--- config.mk ---
export PLATFORM = sky130hd
export DESIGN_NAME = sha256_message_hasher_core_flat
export DESIGN_NICKNAME = d
export VERILOG_FILES = /design/src/rtl/core/sha_pkg.sv /design/src/rtl/core/sha_if.sv /design/src/rtl/core/sha_front.sv /design/src/rtl/core/sha_queue.sv /design/src/rtl/core/sha_back.sv /design/src/rtl/core/sha256_message_hasher_core.sv /design/src/flat_wrapper.sv
export SDC_FILE = /design/constraint.sdc
export NUM_CORES = 2
export LEC_CHECK = 0
export ABC_CLOCK_PERIOD_IN_PS = 11150
export BUFFER_PORTS_ARGS = -buffer_cell sky130_fd_sc_hd__buf_2
export CAP_MARGIN = 20
export CELL_PAD_IN_SITES_DETAIL_PLACEMENT = 0
export CELL_PAD_IN_SITES_GLOBAL_PLACEMENT = 1
export CORE_MARGIN = 2
export CORE_UTILIZATION = 40
export DETAILED_ROUTE_END_ITERATION = 10
export MAX_ROUTING_LAYER = met4
export PLACE_DENSITY_LB_ADDON = 0.2
export SLEW_MARGIN = 30
export SYNTH_ARGS = -nofsm -noshare
export SYNTH_HDL_FRONTEND = slang
export SYNTH_SLANG_ARGS = --single-unit
export TNS_END_PERCENT = 50
--- constraint.sdc ---
create_clock -name clk -period 11.15 [get_ports clk]
set_clock_uncertainty 0.2 [all_clocks]
set_input_delay 1.115 -clock clk [delete_from_list [all_inputs] [get_ports clk]]
set_output_delay 1.115 -clock clk [all_outputs]
set_load 0.03 [all_outputs]
--- src/rtl/core/sha_pkg.sv ---
// ----------------------------------------------------------------------------
// sha_pkg
// shared types, constants and round functions of the sha-256 hasher core
// ----------------------------------------------------------------------------
package sha_pkg;

	localparam int unsigned QDEPTH = 4;
	localparam int unsigned QAW = $clog2(QDEPTH);

	// what the front hands to the back
	typedef enum logic [1:0] {
		OP_WORD  = 2'd0,  // one packed 32-bit schedule word
		OP_PAD   = 2'd1,  // finish the message: pad and emit
		OP_NONE  = 2'd2
	} op_t;

	typedef struct packed {
		op_t         op;
		logic [31:0] word;     // OP_WORD: big-endian word; OP_PAD: partial word bytes
		logic [1:0]  nbytes;   // OP_PAD: bytes valid in partial word
		logic [3:0]  widx;     // word slot in block
		logic [60:0] count;    // OP_PAD: byte count of message
	} qent_t;

	localparam logic [31:0] IV [8] = '{
		32'h6a09e667, 32'hbb67ae85, 32'h3c6ef372, 32'ha54ff53a,
		32'h510e527f, 32'h9b05688c, 32'h1f83d9ab, 32'h5be0cd19};

	localparam logic [31:0] KTAB [64] = '{
		32'h428a2f98, 32'h71374491, 32'hb5c0fbcf, 32'he9b5dba5, 32'h3956c25b, 32'h59f111f1,
		32'h923f82a4, 32'hab1c5ed5, 32'hd807aa98, 32'h12835b01, 32'h243185be, 32'h550c7dc3,
		32'h72be5d74, 32'h80deb1fe, 32'h9bdc06a7, 32'hc19bf174, 32'he49b69c1, 32'hefbe4786,
		32'h0fc19dc6, 32'h240ca1cc, 32'h2de92c6f, 32'h4a7484aa, 32'h5cb0a9dc, 32'h76f988da,
		32'h983e5152, 32'ha831c66d, 32'hb00327c8, 32'hbf597fc7, 32'hc6e00bf3, 32'hd5a79147,
		32'h06ca6351, 32'h14292967, 32'h27b70a85, 32'h2e1b2138, 32'h4d2c6dfc, 32'h53380d13,
		32'h650a7354, 32'h766a0abb, 32'h81c2c92e, 32'h92722c85, 32'ha2bfe8a1, 32'ha81a664b,
		32'hc24b8b70, 32'hc76c51a3, 32'hd192e819, 32'hd6990624, 32'hf40e3585, 32'h106aa070,
		32'h19a4c116, 32'h1e376c08, 32'h2748774c, 32'h34b0bcb5, 32'h391c0cb3, 32'h4ed8aa4a,
		32'h5b9cca4f, 32'h682e6ff3, 32'h748f82ee, 32'h78a5636f, 32'h84c87814, 32'h8cc70208,
		32'h90befffa, 32'ha4506ceb, 32'hbef9a3f7, 32'hc67178f2};

	localparam logic [7:0] PAD_BYTE = 8'h80;
	localparam logic [3:0] LEN_WORD = 4'd14; // word slot where the length starts (byte 56)

	function automatic logic [31:0] rotr(input logic [31:0] x, input int unsigned n);
		rotr = (x >> n) | (x << (32 - n));
	endfunction

	function automatic logic [31:0] ssig0(input logic [31:0] x);
		ssig0 = rotr(x, 7) ^ rotr(x, 18) ^ (x >> 3);
	endfunction

	function automatic logic [31:0] ssig1(input logic [31:0] x);
		ssig1 = rotr(x, 17) ^ rotr(x, 19) ^ (x >> 10);
	endfunction

	function automatic logic [31:0] bsig0(input logic [31:0] x);
		bsig0 = rotr(x, 2) ^ rotr(x, 13) ^ rotr(x, 22);
	endfunction

	function automatic logic [31:0] bsig1(input logic [31:0] x);
		bsig1 = rotr(x, 6) ^ rotr(x, 11) ^ rotr(x, 25);
	endfunction

endpackage

--- src/rtl/core/sha_if.sv ---
// ----------------------------------------------------------------------------
// sha_if
// valid/ready channel interfaces for byte input and digest output
// ----------------------------------------------------------------------------
interface sha_in_if;
	logic       valid;
	logic       ready;
	logic [7:0] msg_byte;
	logic       has_byte;
	logic       last;
	modport source (output valid, msg_byte, has_byte, last, input ready);
	modport sink (input valid, msg_byte, has_byte, last, output ready);
endinterface

interface sha_out_if;
	logic        valid;
	logic        ready;
	logic [31:0] digest_word;
	logic [2:0]  word_index;
	logic        last_word;
	modport source (output valid, digest_word, word_index, last_word, input ready);
	modport sink (input valid, digest_word, word_index, last_word, output ready);
endinterface

--- src/rtl/core/sha_front.sv ---
// ----------------------------------------------------------------------------
// sha_front
// packs message bytes into big-endian words and counts the message length
// ----------------------------------------------------------------------------
module sha_front (
	input  logic          clk,
	input  logic          arst_n,
	sha_in_if.sink        in_ch,
	output sha_pkg::qent_t ent,
	output logic          ent_valid,
	input  logic          ent_ready
);
	import sha_pkg::*;

	logic [23:0] part_q;    // bytes of the word being packed
	logic [60:0] count_q;
	logic        word_sent_q; // full word of a last request already queued

	logic [1:0]  bpos;
	logic [31:0] word_n;
	logic [60:0] count_n;
	logic        fills;
	logic        split;

	assign bpos = count_q[1:0];
	assign count_n = count_q + 61'd1;
	assign fills = in_ch.has_byte && (bpos == 2'd3);
	// a last request that completes a word queues the word first, then the pad
	assign split = in_ch.last && fills && !word_sent_q;

	always_comb begin
		unique case (bpos)
			2'd0: word_n = {in_ch.msg_byte, 24'd0};
			2'd1: word_n = {part_q[23:16], in_ch.msg_byte, 16'd0};
			2'd2: word_n = {part_q[23:8], in_ch.msg_byte, 8'd0};
			default: word_n = {part_q, in_ch.msg_byte};
		endcase
	end

	// an item with a full word or a last flag needs a queue slot
	assign in_ch.ready = !split && (ent_ready || !(fills || in_ch.last));
	assign ent_valid = in_ch.valid && (fills || in_ch.last);

	always_comb begin
		ent = '0;
		ent.op = (in_ch.last && !split) ? OP_PAD : OP_WORD;
		ent.word = in_ch.has_byte ? word_n : {part_q, 8'd0};
		ent.widx = count_q[5:2];
		ent.count = in_ch.has_byte ? count_n : count_q;
		ent.nbytes = ent.count[1:0];
	end

	always_ff @(posedge clk or negedge arst_n) begin
		if (!arst_n) begin
			count_q <= '0;
			word_sent_q <= 1'b0;
		end else begin
			if (in_ch.valid && in_ch.ready) begin
				if (in_ch.last)
					count_q <= '0;
				else if (in_ch.has_byte)
					count_q <= count_n;
			end
			if (in_ch.valid && split && ent_ready)
				word_sent_q <= 1'b1;
			else if (in_ch.valid && in_ch.ready)
				word_sent_q <= 1'b0;
		end
	end

	always_ff @(posedge clk) begin
		if (in_ch.valid && in_ch.ready && in_ch.has_byte)
			part_q <= word_n[31:8];
	end
endmodule

--- src/rtl/core/sha_queue.sv ---
// ----------------------------------------------------------------------------
// sha_queue
// short fifo between the front and the compression engine
// ----------------------------------------------------------------------------
module sha_queue (
	input  logic           clk,
	input  logic           arst_n,
	input  sha_pkg::qent_t wr_ent,
	input  logic           wr_valid,
	output logic           wr_ready,
	output sha_pkg::qent_t rd_ent,
	output logic           rd_valid,
	input  logic           rd_ready
);
	import sha_pkg::*;

	qent_t        mem_q [QDEPTH];
	logic [QAW:0] wp_q, rp_q;

	assign wr_ready = (wp_q - rp_q) != (QAW + 1)'(QDEPTH);
	assign rd_valid = wp_q != rp_q;
	assign rd_ent = mem_q[rp_q[QAW-1:0]];

	always_ff @(posedge clk or negedge arst_n) begin
		if (!arst_n) begin
			wp_q <= '0;
			rp_q <= '0;
		end else begin
			if (wr_valid && wr_ready) wp_q <= wp_q + 1'b1;
			if (rd_valid && rd_ready) rp_q <= rp_q + 1'b1;
		end
	end

	always_ff @(posedge clk) begin
		if (wr_valid && wr_ready) mem_q[wp_q[QAW-1:0]] <= wr_ent;
	end
endmodule

--- src/rtl/core/sha_back.sv ---
// ----------------------------------------------------------------------------
// sha_back
// block buffer, padding, 64-round compression and digest output
// ----------------------------------------------------------------------------
module sha_back (
	input  logic           clk,
	input  logic           arst_n,
	input  sha_pkg::qent_t ent,
	input  logic           ent_valid,
	output logic           ent_ready,
	sha_out_if.source      out_ch
);
	import sha_pkg::*;

	typedef enum logic [2:0] {
		ST_FILL, ST_PADW, ST_ROUND, ST_ADD, ST_EMIT
	} state_t;

	state_t      state_q;
	logic [31:0] w_q [16];      // schedule window, w_q[0] oldest
	logic [31:0] h_q [8];
	logic [31:0] v_q [8];
	logic [5:0]  rnd_q;
	logic [3:0]  pw_q;          // padding word slot
	logic [60:0] cnt_q;
	logic        padding_q;     // finishing the message
	logic        lenblk_q;      // current pad block carries the length
	logic [2:0]  oidx_q;

	logic [31:0] wnew, t1, t2, pw_word;
	logic [63:0] bits;

	assign wnew = w_q[0] + ssig0(w_q[1]) + w_q[9] + ssig1(w_q[14]);
	assign t1 = v_q[7] + bsig1(v_q[4]) + ((v_q[4] & v_q[5]) ^ (~v_q[4] & v_q[6]))
		+ KTAB[rnd_q] + w_q[0];
	assign t2 = bsig0(v_q[0]) + ((v_q[0] & v_q[1]) ^ (v_q[0] & v_q[2]) ^ (v_q[1] & v_q[2]));
	assign bits = {cnt_q, 3'b000};

	always_comb begin
		if (lenblk_q && pw_q == LEN_WORD) pw_word = bits[63:32];
		else if (lenblk_q && pw_q == LEN_WORD + 4'd1) pw_word = bits[31:0];
		else pw_word = '0;
	end

	assign ent_ready = (state_q == ST_FILL);
	assign out_ch.valid = (state_q == ST_EMIT);
	assign out_ch.digest_word = h_q[oidx_q];
	assign out_ch.word_index = oidx_q;
	assign out_ch.last_word = (oidx_q == 3'd7);

	// word that holds the 0x80 byte
	logic [31:0] padded;
	always_comb begin
		unique case (ent.nbytes)
			2'd0: padded = {PAD_BYTE, 24'd0};
			2'd1: padded = {ent.word[31:24], PAD_BYTE, 16'd0};
			2'd2: padded = {ent.word[31:16], PAD_BYTE, 8'd0};
			default: padded = {ent.word[31:8], PAD_BYTE};
		endcase
	end

	always_ff @(posedge clk or negedge arst_n) begin
		if (!arst_n) begin
			state_q <= ST_FILL;
			rnd_q <= '0;
			pw_q <= '0;
			padding_q <= 1'b0;
			lenblk_q <= 1'b0;
			oidx_q <= '0;
			cnt_q <= '0;
			for (int i = 0; i < 8; i++) h_q[i] <= IV[i];
		end else begin
			unique case (state_q)
				ST_FILL: begin
					if (ent_valid) begin
						if (ent.op == OP_WORD) begin
							w_q[ent.widx] <= ent.word;
							if (ent.widx == 4'd15) begin
								for (int i = 0; i < 8; i++) v_q[i] <= h_q[i];
								rnd_q <= '0;
								state_q <= ST_ROUND;
							end
						end else begin
							// pad op: place the partial word with 0x80; ST_PADW writes the rest
							w_q[ent.count[5:2]] <= padded;
							cnt_q <= ent.count;
							padding_q <= 1'b1;
							lenblk_q <= (ent.count[5:0] < 6'd56);
							pw_q <= ent.count[5:2] + 4'd1;
							if (ent.count[5:2] == 4'd15) begin
								for (int i = 0; i < 8; i++) v_q[i] <= h_q[i];
								rnd_q <= '0;
								state_q <= ST_ROUND;
							end else begin
								state_q <= ST_PADW;
							end
						end
					end
				end
				ST_PADW: begin
					w_q[pw_q] <= pw_word;
					pw_q <= pw_q + 4'd1;
					if (pw_q == 4'd15) begin
						for (int i = 0; i < 8; i++) v_q[i] <= h_q[i];
						rnd_q <= '0;
						state_q <= ST_ROUND;
					end
				end
				ST_ROUND: begin
					for (int i = 0; i < 15; i++) w_q[i] <= w_q[i+1];
					w_q[15] <= wnew;
					v_q[7] <= v_q[6]; v_q[6] <= v_q[5]; v_q[5] <= v_q[4];
					v_q[4] <= v_q[3] + t1;
					v_q[3] <= v_q[2]; v_q[2] <= v_q[1]; v_q[1] <= v_q[0];
					v_q[0] <= t1 + t2;
					rnd_q <= rnd_q + 6'd1;
					if (rnd_q == 6'd63) state_q <= ST_ADD;
				end
				ST_ADD: begin
					for (int i = 0; i < 8; i++) h_q[i] <= h_q[i] + v_q[i];
					if (!padding_q) begin
						state_q <= ST_FILL;
					end else if (!lenblk_q) begin
						// second pad block: zeros and the length
						lenblk_q <= 1'b1;
						pw_q <= '0;
						state_q <= ST_PADW;
					end else begin
						oidx_q <= '0;
						state_q <= ST_EMIT;
					end
				end
				ST_EMIT: begin
					if (out_ch.ready) begin
						oidx_q <= oidx_q + 3'd1;
						if (oidx_q == 3'd7) begin
							for (int i = 0; i < 8; i++) h_q[i] <= IV[i];
							padding_q <= 1'b0;
							state_q <= ST_FILL;
						end
					end
				end
				default: state_q <= ST_FILL;
			endcase
		end
	end
endmodule

--- src/rtl/core/sha256_message_hasher_core.sv ---
// ----------------------------------------------------------------------------
// sha256_message_hasher_core
// sha-256 over a byte stream with padding and digest output
// ----------------------------------------------------------------------------
// Takes up to one byte request per cycle (has_byte marks a byte, last ends
// the message) and returns the digest as eight big-endian 32-bit words, word
// 0 first, with last_word on word 7. The front packs bytes into words and
// keeps the 61-bit byte count; it pushes one queue entry per full word and
// one for last, and stalls its input when such an entry meets a full
// four-word queue. A last request whose byte completes a word is also held
// back while it queues two entries: the word first, then the pad entry. The
// back takes one entry per cycle while filling, then compresses a block one
// round per cycle through a single round unit, followed by the chain add,
// and takes nothing meanwhile. The queue lets the front run at most 19
// bytes ahead, so for a long message the byte intake that the queue cannot
// hide adds to the 64 rounds, the add and the taking of the block's last
// word. On last the back writes the remaining padding words one per cycle
// (up to 15), compresses one or two final blocks (the second after its own
// padding words) and then holds eight digest requests until each is taken;
// the block then restarts from the initial hash values.
// ----------------------------------------------------------------------------
module sha256_message_hasher_core (
	input  logic      clk,
	input  logic      arst_n,
	sha_in_if.sink    in_ch,
	sha_out_if.source out_ch
);
	import sha_pkg::*;

	qent_t f_ent, b_ent;
	logic  f_valid, f_ready, b_valid, b_ready;

	// byte packing and length count
	sha_front u_front (
		.clk(clk), .arst_n(arst_n), .in_ch(in_ch),
		.ent(f_ent), .ent_valid(f_valid), .ent_ready(f_ready)
	);

	// decouples byte intake from compression
	sha_queue u_queue (
		.clk(clk), .arst_n(arst_n),
		.wr_ent(f_ent), .wr_valid(f_valid), .wr_ready(f_ready),
		.rd_ent(b_ent), .rd_valid(b_valid), .rd_ready(b_ready)
	);

	// compression and digest
	sha_back u_back (
		.clk(clk), .arst_n(arst_n),
		.ent(b_ent), .ent_valid(b_valid), .ent_ready(b_ready),
		.out_ch(out_ch)
	);
endmodule
--- src/flat_wrapper.sv ---
// flat-port wrapper written by rule: the top's interface ports become plain ports
module sha256_message_hasher_core_flat import sha_pkg::*;
  (clk, arst_n, in_ch_valid, in_ch_msg_byte, in_ch_has_byte, in_ch_last, in_ch_ready, out_ch_valid, out_ch_digest_word, out_ch_word_index, out_ch_last_word, out_ch_ready);
  sha_in_if in_ch_i ();
  sha_out_if out_ch_i ();
  input  logic clk;
  input  logic arst_n;
  input wire logic [$bits(in_ch_i.valid)-1:0] in_ch_valid;
  input wire logic [$bits(in_ch_i.msg_byte)-1:0] in_ch_msg_byte;
  input wire logic [$bits(in_ch_i.has_byte)-1:0] in_ch_has_byte;
  input wire logic [$bits(in_ch_i.last)-1:0] in_ch_last;
  output wire logic [$bits(in_ch_i.ready)-1:0] in_ch_ready;
  output wire logic [$bits(out_ch_i.valid)-1:0] out_ch_valid;
  output wire logic [$bits(out_ch_i.digest_word)-1:0] out_ch_digest_word;
  output wire logic [$bits(out_ch_i.word_index)-1:0] out_ch_word_index;
  output wire logic [$bits(out_ch_i.last_word)-1:0] out_ch_last_word;
  input wire logic [$bits(out_ch_i.ready)-1:0] out_ch_ready;
  assign in_ch_i.valid = in_ch_valid;
  assign in_ch_i.msg_byte = in_ch_msg_byte;
  assign in_ch_i.has_byte = in_ch_has_byte;
  assign in_ch_i.last = in_ch_last;
  assign in_ch_ready = in_ch_i.ready;
  assign out_ch_valid = out_ch_i.valid;
  assign out_ch_digest_word = out_ch_i.digest_word;
  assign out_ch_word_index = out_ch_i.word_index;
  assign out_ch_last_word = out_ch_i.last_word;
  assign out_ch_i.ready = out_ch_ready;
  sha256_message_hasher_core u_core (.clk(clk), .arst_n(arst_n), .in_ch(in_ch_i), .out_ch(out_ch_i));
endmodule
* After elaboration in Yosys (flattened, before gate mapping)
Memories as Yosys holds them, arrays and structs flattened.
Index checks and enable logic that the tools add are counted.
** Cells by class
- Add/sub/neg operators :: 26
- $lt $le $gt $ge :: 3
- Eq/ne operators :: 28
- Multiplexer cells :: 113
- Bitwise gates (word level) :: 54
- Reductions and logical operators :: 47
** Operators with widths (number)
- 2-to-1 mux 32 bit :: 34
- adder 32 bit :: 18
- 2-to-1 mux 256 bit :: 2
- one-hot mux 256 bit (2 select lines) :: 1
- bitwise XOR 32 bit :: 9
- one-hot mux 32 bit (3 select lines) :: 2
- AND 32 bit :: 5
- 2-to-1 mux 61 bit :: 2
- binary-select mux 32 bit (select 3 bit) :: 1
- OR reduction 32 bit :: 3
- adder 61 x 1 -> 61 bit (second input constant) :: 1
- 2-to-1 mux 1 bit :: 40
- 2-to-1 mux 3 bit :: 12
- NOT 32 bit :: 1
- OR 10 x 32 -> 32 bit :: 1
- OR 13 x 32 -> 32 bit :: 1
- OR 14 x 32 -> 32 bit :: 1
- OR 15 x 32 -> 32 bit :: 1
- OR 19 x 32 -> 32 bit :: 1
- OR 21 x 32 -> 32 bit :: 1
- OR 25 x 32 -> 32 bit :: 1
- OR 26 x 32 -> 32 bit :: 1
- OR 30 x 32 -> 32 bit :: 1
- OR 7 x 32 -> 32 bit :: 1
- other kinds (43) :: 130
** Storage, ports and cells
- Register bits after elaboration :: 427
- Bits in writable memories :: 1168
- ROM bits :: 2048
- Output and inout port bits :: 38
- Logic and storage cells :: 295
- Memories kept :: 4
** Memory list
- (no name shown) :: depth 64, width 32, read ports 1, clocked after memory_dff 0, wr ports 0, line sha_back.sv:35 : + KTAB[rnd_q] + w_q[0];
- u_core.u_back.w_q :: depth 16, width 32, read ports 16, clocked after memory_dff 0, wr ports 16, line sha_back.sv:20 : logic [31:0] w_q [16];
- u_core.u_queue.mem_q :: depth 4, width 100, read ports 1, clocked after memory_dff 0, wr ports 1, line sha_queue.sv:17 : qent_t mem_q [QDEPTH];
- u_core.u_back.v_q :: depth 8, width 32, read ports 8, clocked after memory_dff 0, wr ports 8, line sha_back.sv:22 : logic [31:0] v_q [8];

* Logic depth before layout (Yosys ltp)
An unclocked memory read counts as a cell.
- Word-level depth :: 11
- Mapped depth :: 40
- Mapped depth without buffers :: 38

* Modules after synthesis
A second synthesis with hierarchy kept.
** Unflattened totals
- Cells, all modules :: 9009
- Area, all modules :: 94779.7 µm²
** By module, submodules not included
- sha_back :: instances 1, cells each 7739, area an instance 73579.3 µm²
- sha_queue :: instances 1, cells each 563, area an instance 14958.1 µm²
- sha_front :: instances 1, cells each 707, area an instance 6242.2 µm²

* Worst setup path before layout
Ideal clock, no wire load.
- Path kind :: register to register
- Start point :: reg u_core.u_back.rnd_q[2]
- End point :: mem u_core.u_back.v_q[0][31], data pin
- Library setup time :: 145 ps
- Arrival :: 8521 ps
- Path slack :: 2285 ps
- Stages on the path, launching flop included :: 37
- Buffers on the path :: 3
- Period minus slack after synthesis :: 8865 ps
- Path through :: dfrtp_1 -> clkbuf_1 -> clkinv_1 -> clkbuf_1 -> buf_1 -> ha_1 -> nand2b_1 -> mux4_2 -> nand2_1 -> o21ai_0 -> fa_1 -> fa_1 -> inv_1 -> fa_1 -> inv_1 -> ha_1 -> or3_1 -> a211oi_2 -> o31a_1 -> o211ai_1 -> a221o_1 -> a21bo_2 -> a21o_1 -> a21oi_1 -> xor2_1 -> fa_1 -> inv_1 -> ha_1 -> a21oi_1 -> nand2_1 -> or3_1 -> nor3_1 -> o21bai_1 -> a31o_2 -> a21oi_1 -> xnor3_1 -> o21ai_1
** RTL lines
- from (decl) :: line sha_back.sv:23 : logic [5:0] rnd_q;
- from (signal assigned) :: line sha_back.sv:116 : rnd_q <= rnd_q + 6'd1;
- to (decl) :: line sha_back.sv:22

==> results.txt <==
----------------------------------------------------
[Worst setup path]
  Dominant cell type by count on the critical path ... sky130_fd_sc_hd__a21oi_1
  Worst setup EP type ... flip-flop
  Largest driver fanout on the critical path ... 17
  Slowest-stage cell, CP ... sky130_fd_sc_hd__ha_1
  Critical Path Max Stage Delay ... 0.87 ns
  Largest delay contributor family on the critical path ... compound AO/OA/AOI/OAI gates
  Worst EP required ... 11.66 ns
  CP Data Arrival Time ... 10.78 ns
  Buffering stage count on the worst path with inverters included ... 4
  Startpoint type of the worst setup path ... flip-flop
  WS Path Type ... reg -> reg

[STA]
  Final count of hold timing violations ... 0
  Achievable frequency ... 0.09737 GHz
  Max-slew headroom at the worst pin ... 0.3338
  Period Utilization, post-route ... 0.9211
  Final critical delay including setup and external delays ... 10.27 ns
  Unrepaired setup endpoints after global routing ... false
  Setup TNS ... 0 ns
  Max-slew violation total from the final report ... 0
  Final setup violating endpoints ... 0
  Pin slew with the least headroom to its limit ... 0.9993 ns

[Synthesis]
  Number of synthesis warnings ... 0
  Primary flip-flop cell chosen by synthesis mapping ... sky130_fd_sc_hd__edfxtp_1
  Area of the mapped netlist ... 93730 um^2
  Distinct cells, synth ... 100
  Share of synthesized area occupied by flip-flops and latches ... 0.4887
  Number of nets produced by synthesis ... 9559
  Number of storage elements in the synthesis netlist ... 1587
  Average cell area after synthesis ... 10.48 um^2
  Fraction of registers with async set/reset ... 0.2539
  Synthesized instance count ... 8945
  Count of flip-flops with a built-in enable after synthesis ... 1184

[Clocking]
  Max clock buf depth ... 3
  TritonCTS clock tree ... yes
  Clock latency reported for the late side of the worst-skew pair ... 0.86 ns
  CTS clock-pin slew for the worst setup and hold paths ... 0.07 ns
  Maximum level of the CTS H-tree ... 4
  Number of clock sinks ... 1587
  Library cell used as clock root buffer ... sky130_fd_sc_hd__clkbuf_16
  Post-cts gate resize count ... 0
  Total clock buffers created by CTS ... 181

[Floorplanning]
  Die footprint ... 238200 um^2
  Die height ... 488.1 um
  Area of the placeable core ... 232800 um^2
  IO Pins ... 52
  Initial standard-cell utilization of the core ... 0.4027
  Number of placement rows ... 177
  X dimension of the die ... 488.1 um

[Finish]
  Filler Cell Count ... 21956
  Final standard cell count with taps included and fillers excluded ... 12125
  Fraction of final layout cells with drive strength greater than 1 ... 0.1048
  Most common library cell in the layout ignoring fill and taps ... sky130_fd_sc_hd__nand2_1
  Commonest cells after routing, fill and taps aside ... sky130_fd_sc_hd__nand2_1, sky130_fd_sc_hd__edfxtp_1, sky130_fd_sc_hd__o21ai_0
  NumNets Final ... 9447
  Area added between synthesis and finish ... 10.85%

[Placement]
  Number of port buffers ... 51
  Final weighted congestion of routability-driven global placement ... 0.9204
  # placed instances ... 11777
  HPWL after detailed placement ... 221500 um

[Global routing]
  Largest net degree at the start of global routing ... 222
  Number of global-route vias before repair ... 67485
  Initial antenna violation count ... 4
  GRT overflow ... 0
  Total routing usage reported by global routing ... 0.2685
  Wire length of the first global-routing pass ... 462300 um

[Route]
  Drc violations ... 0
  Post-detailed-route via-to-cell ratio ... 5.650
  Total wire length ... 312800 um
  Detail Route Antenna Nets ... 0
  Number of search-and-repair iterations in the first detailed-routing pass ... 6
  Wirelength per Cell ... 25.80 um
  Via count ... 68507
  Number of DRC violations after detailed-routing iteration 0 ... 6028

[Flow run]
  Number of violations of the max-capacitance limit ... 0

[Hold path]
  Class of the most critical hold timing path ... reg -> reg

[Status]
  Run status ... finished clean

----------------------------------------------------
path summary, 6_finish.rpt:
| path | start | to | slack (ns) | cells past startpoint |
|---|---|---|---|---|
| max in group asynchronous | arst_n | u_core.u_back.cnt_q[49] | 7.75 | 5 |
| min in group asynchronous | arst_n | u_core.u_back.h_q[167] | 0.57 | 2 |
| min | u_core.u_back.w_q[12][3] | u_core.u_back.w_q[11][3] | 0.26 | 1 |
| max reg2reg | u_core.u_back.rnd_q[1] | u_core.u_back.v_q[0][31] | 0.88 | 36 |
| min reg2reg | u_core.u_back.w_q[12][3] | u_core.u_back.w_q[11][3] | 0.26 | 1 |
| max | u_core.u_back.rnd_q[1] | u_core.u_back.v_q[0][31] | 0.88 | 36 |
Yosys cell counts, drive strengths merged (45+ instances only):
cell,n,area share
xnor2,397,0.037
nand2,2098,0.084
o21a,73,0.0058
mux2,83,0.010
mux4,166,0.040
dfrtp,267,0.071
a22o,45,0.0042
nand3,112,0.0060
inv,370,0.015
buf,83,0.0041
a21oi,447,0.024
ha,405,0.054
mux2i,51,0.0054
xor2,225,0.021
a31oi,59,0.0039
dfstp,136,0.038
a211oi,57,0.0046
edfxtp,1184,0.38
nand4,50,0.0034
a21o,267,0.021
nor2b,62,0.0041
and3,67,0.0045
nand2b,73,0.0049
fa,195,0.042
o31ai,62,0.0051
clkbuf,387,0.015
nor3,71,0.0038
o21ai,557,0.030
nor2,399,0.016
o21bai,48,0.0038
stage by stage:
step,worst slack (ns),hold WS (ns),utilization,instance area (um^2)
final,0.8794,0.2580,0.4464,103900
after global routing,0.3910,0.2941,0.4464,103900
after CTS,0.9920,0.2671,0.4458,103800
after detailed placement,0.9664,0.2625,0.4187,97450
after global placement,0.9977,0.2569,0.4182,97340
after floorplan,2.285,0.2401,-,93730
final cells by class:
cell class | instances | area [um^2] | area share
tap | 3132 | 3919 | 0.03772
clock buffer | 225 | 4878 | 0.04695
sequential | 1587 | 45830 | 0.4411
antenna | 2 | 5.005 | 0.00004817
clock inverter | 116 | 1433 | 0.01379
timing repair buffer | 175 | 1436 | 0.01382
inverter | 372 | 1396 | 0.01344
multi-input combinational | 6516 | 45000 | 0.4331
flip-flops by register name, indices dropped and copies added, names as in the netlist:
register,flops
u_core.u_queue.rp_q,3
u_core.u_back.out_ch.word_index,3
u_core.u_back.rnd_q,6
u_core.u_queue.mem_q,392
u_core.u_back.lenblk_q,1
u_core.u_back.v_q,256
u_core.u_back.padding_q,1
u_core.u_queue.wp_q,3
u_core.u_front.count_q,61
u_core.u_front.word_sent_q,1
u_core.u_front.part_q,24
u_core.u_back.pw_q,4
u_core.u_back.state_q,3
u_core.u_back.w_q,512
u_core.u_back.cnt_q,61
u_core.u_back.h_q,256
per-layer routing:
layer,GRT usage,up-vias,wire [um],part of all wire
met4,0.07570,0,9431,0.030
met5,-,-,0,0
met3,0.03112,416,15610,0.050
li1,-,31431,-,-
met2,0.4298,1961,149000,0.48
met1,0.3609,34699,138800,0.44
logic make-up (layout without fill, tap and decap cells):
logic type                 after synthesis  count (layout)  synth area share
muxes                                  300             300           0.05530
and+or+nand+nor                       3095            3095            0.1390
other                                    0               2                 0
AOI/OAI and AO/OA                     1895            1895            0.1281
buffers and inverters                  842             888           0.03451
adders and majority gates              603             603           0.09603
DFF                                   1587            1587            0.4887
xor gates and xnor gates               623             623           0.05836
what timing repair did:
item	CTS	global route
setup endpoints to repair	0	0
endpoints found under the hold margin	7	0
hold buffers	1	0
setup buffers	0	0
Power is left out: the tool's default activity adds up to more than one toggle a clock period on the data nets, which glitch-free logic cannot reach.
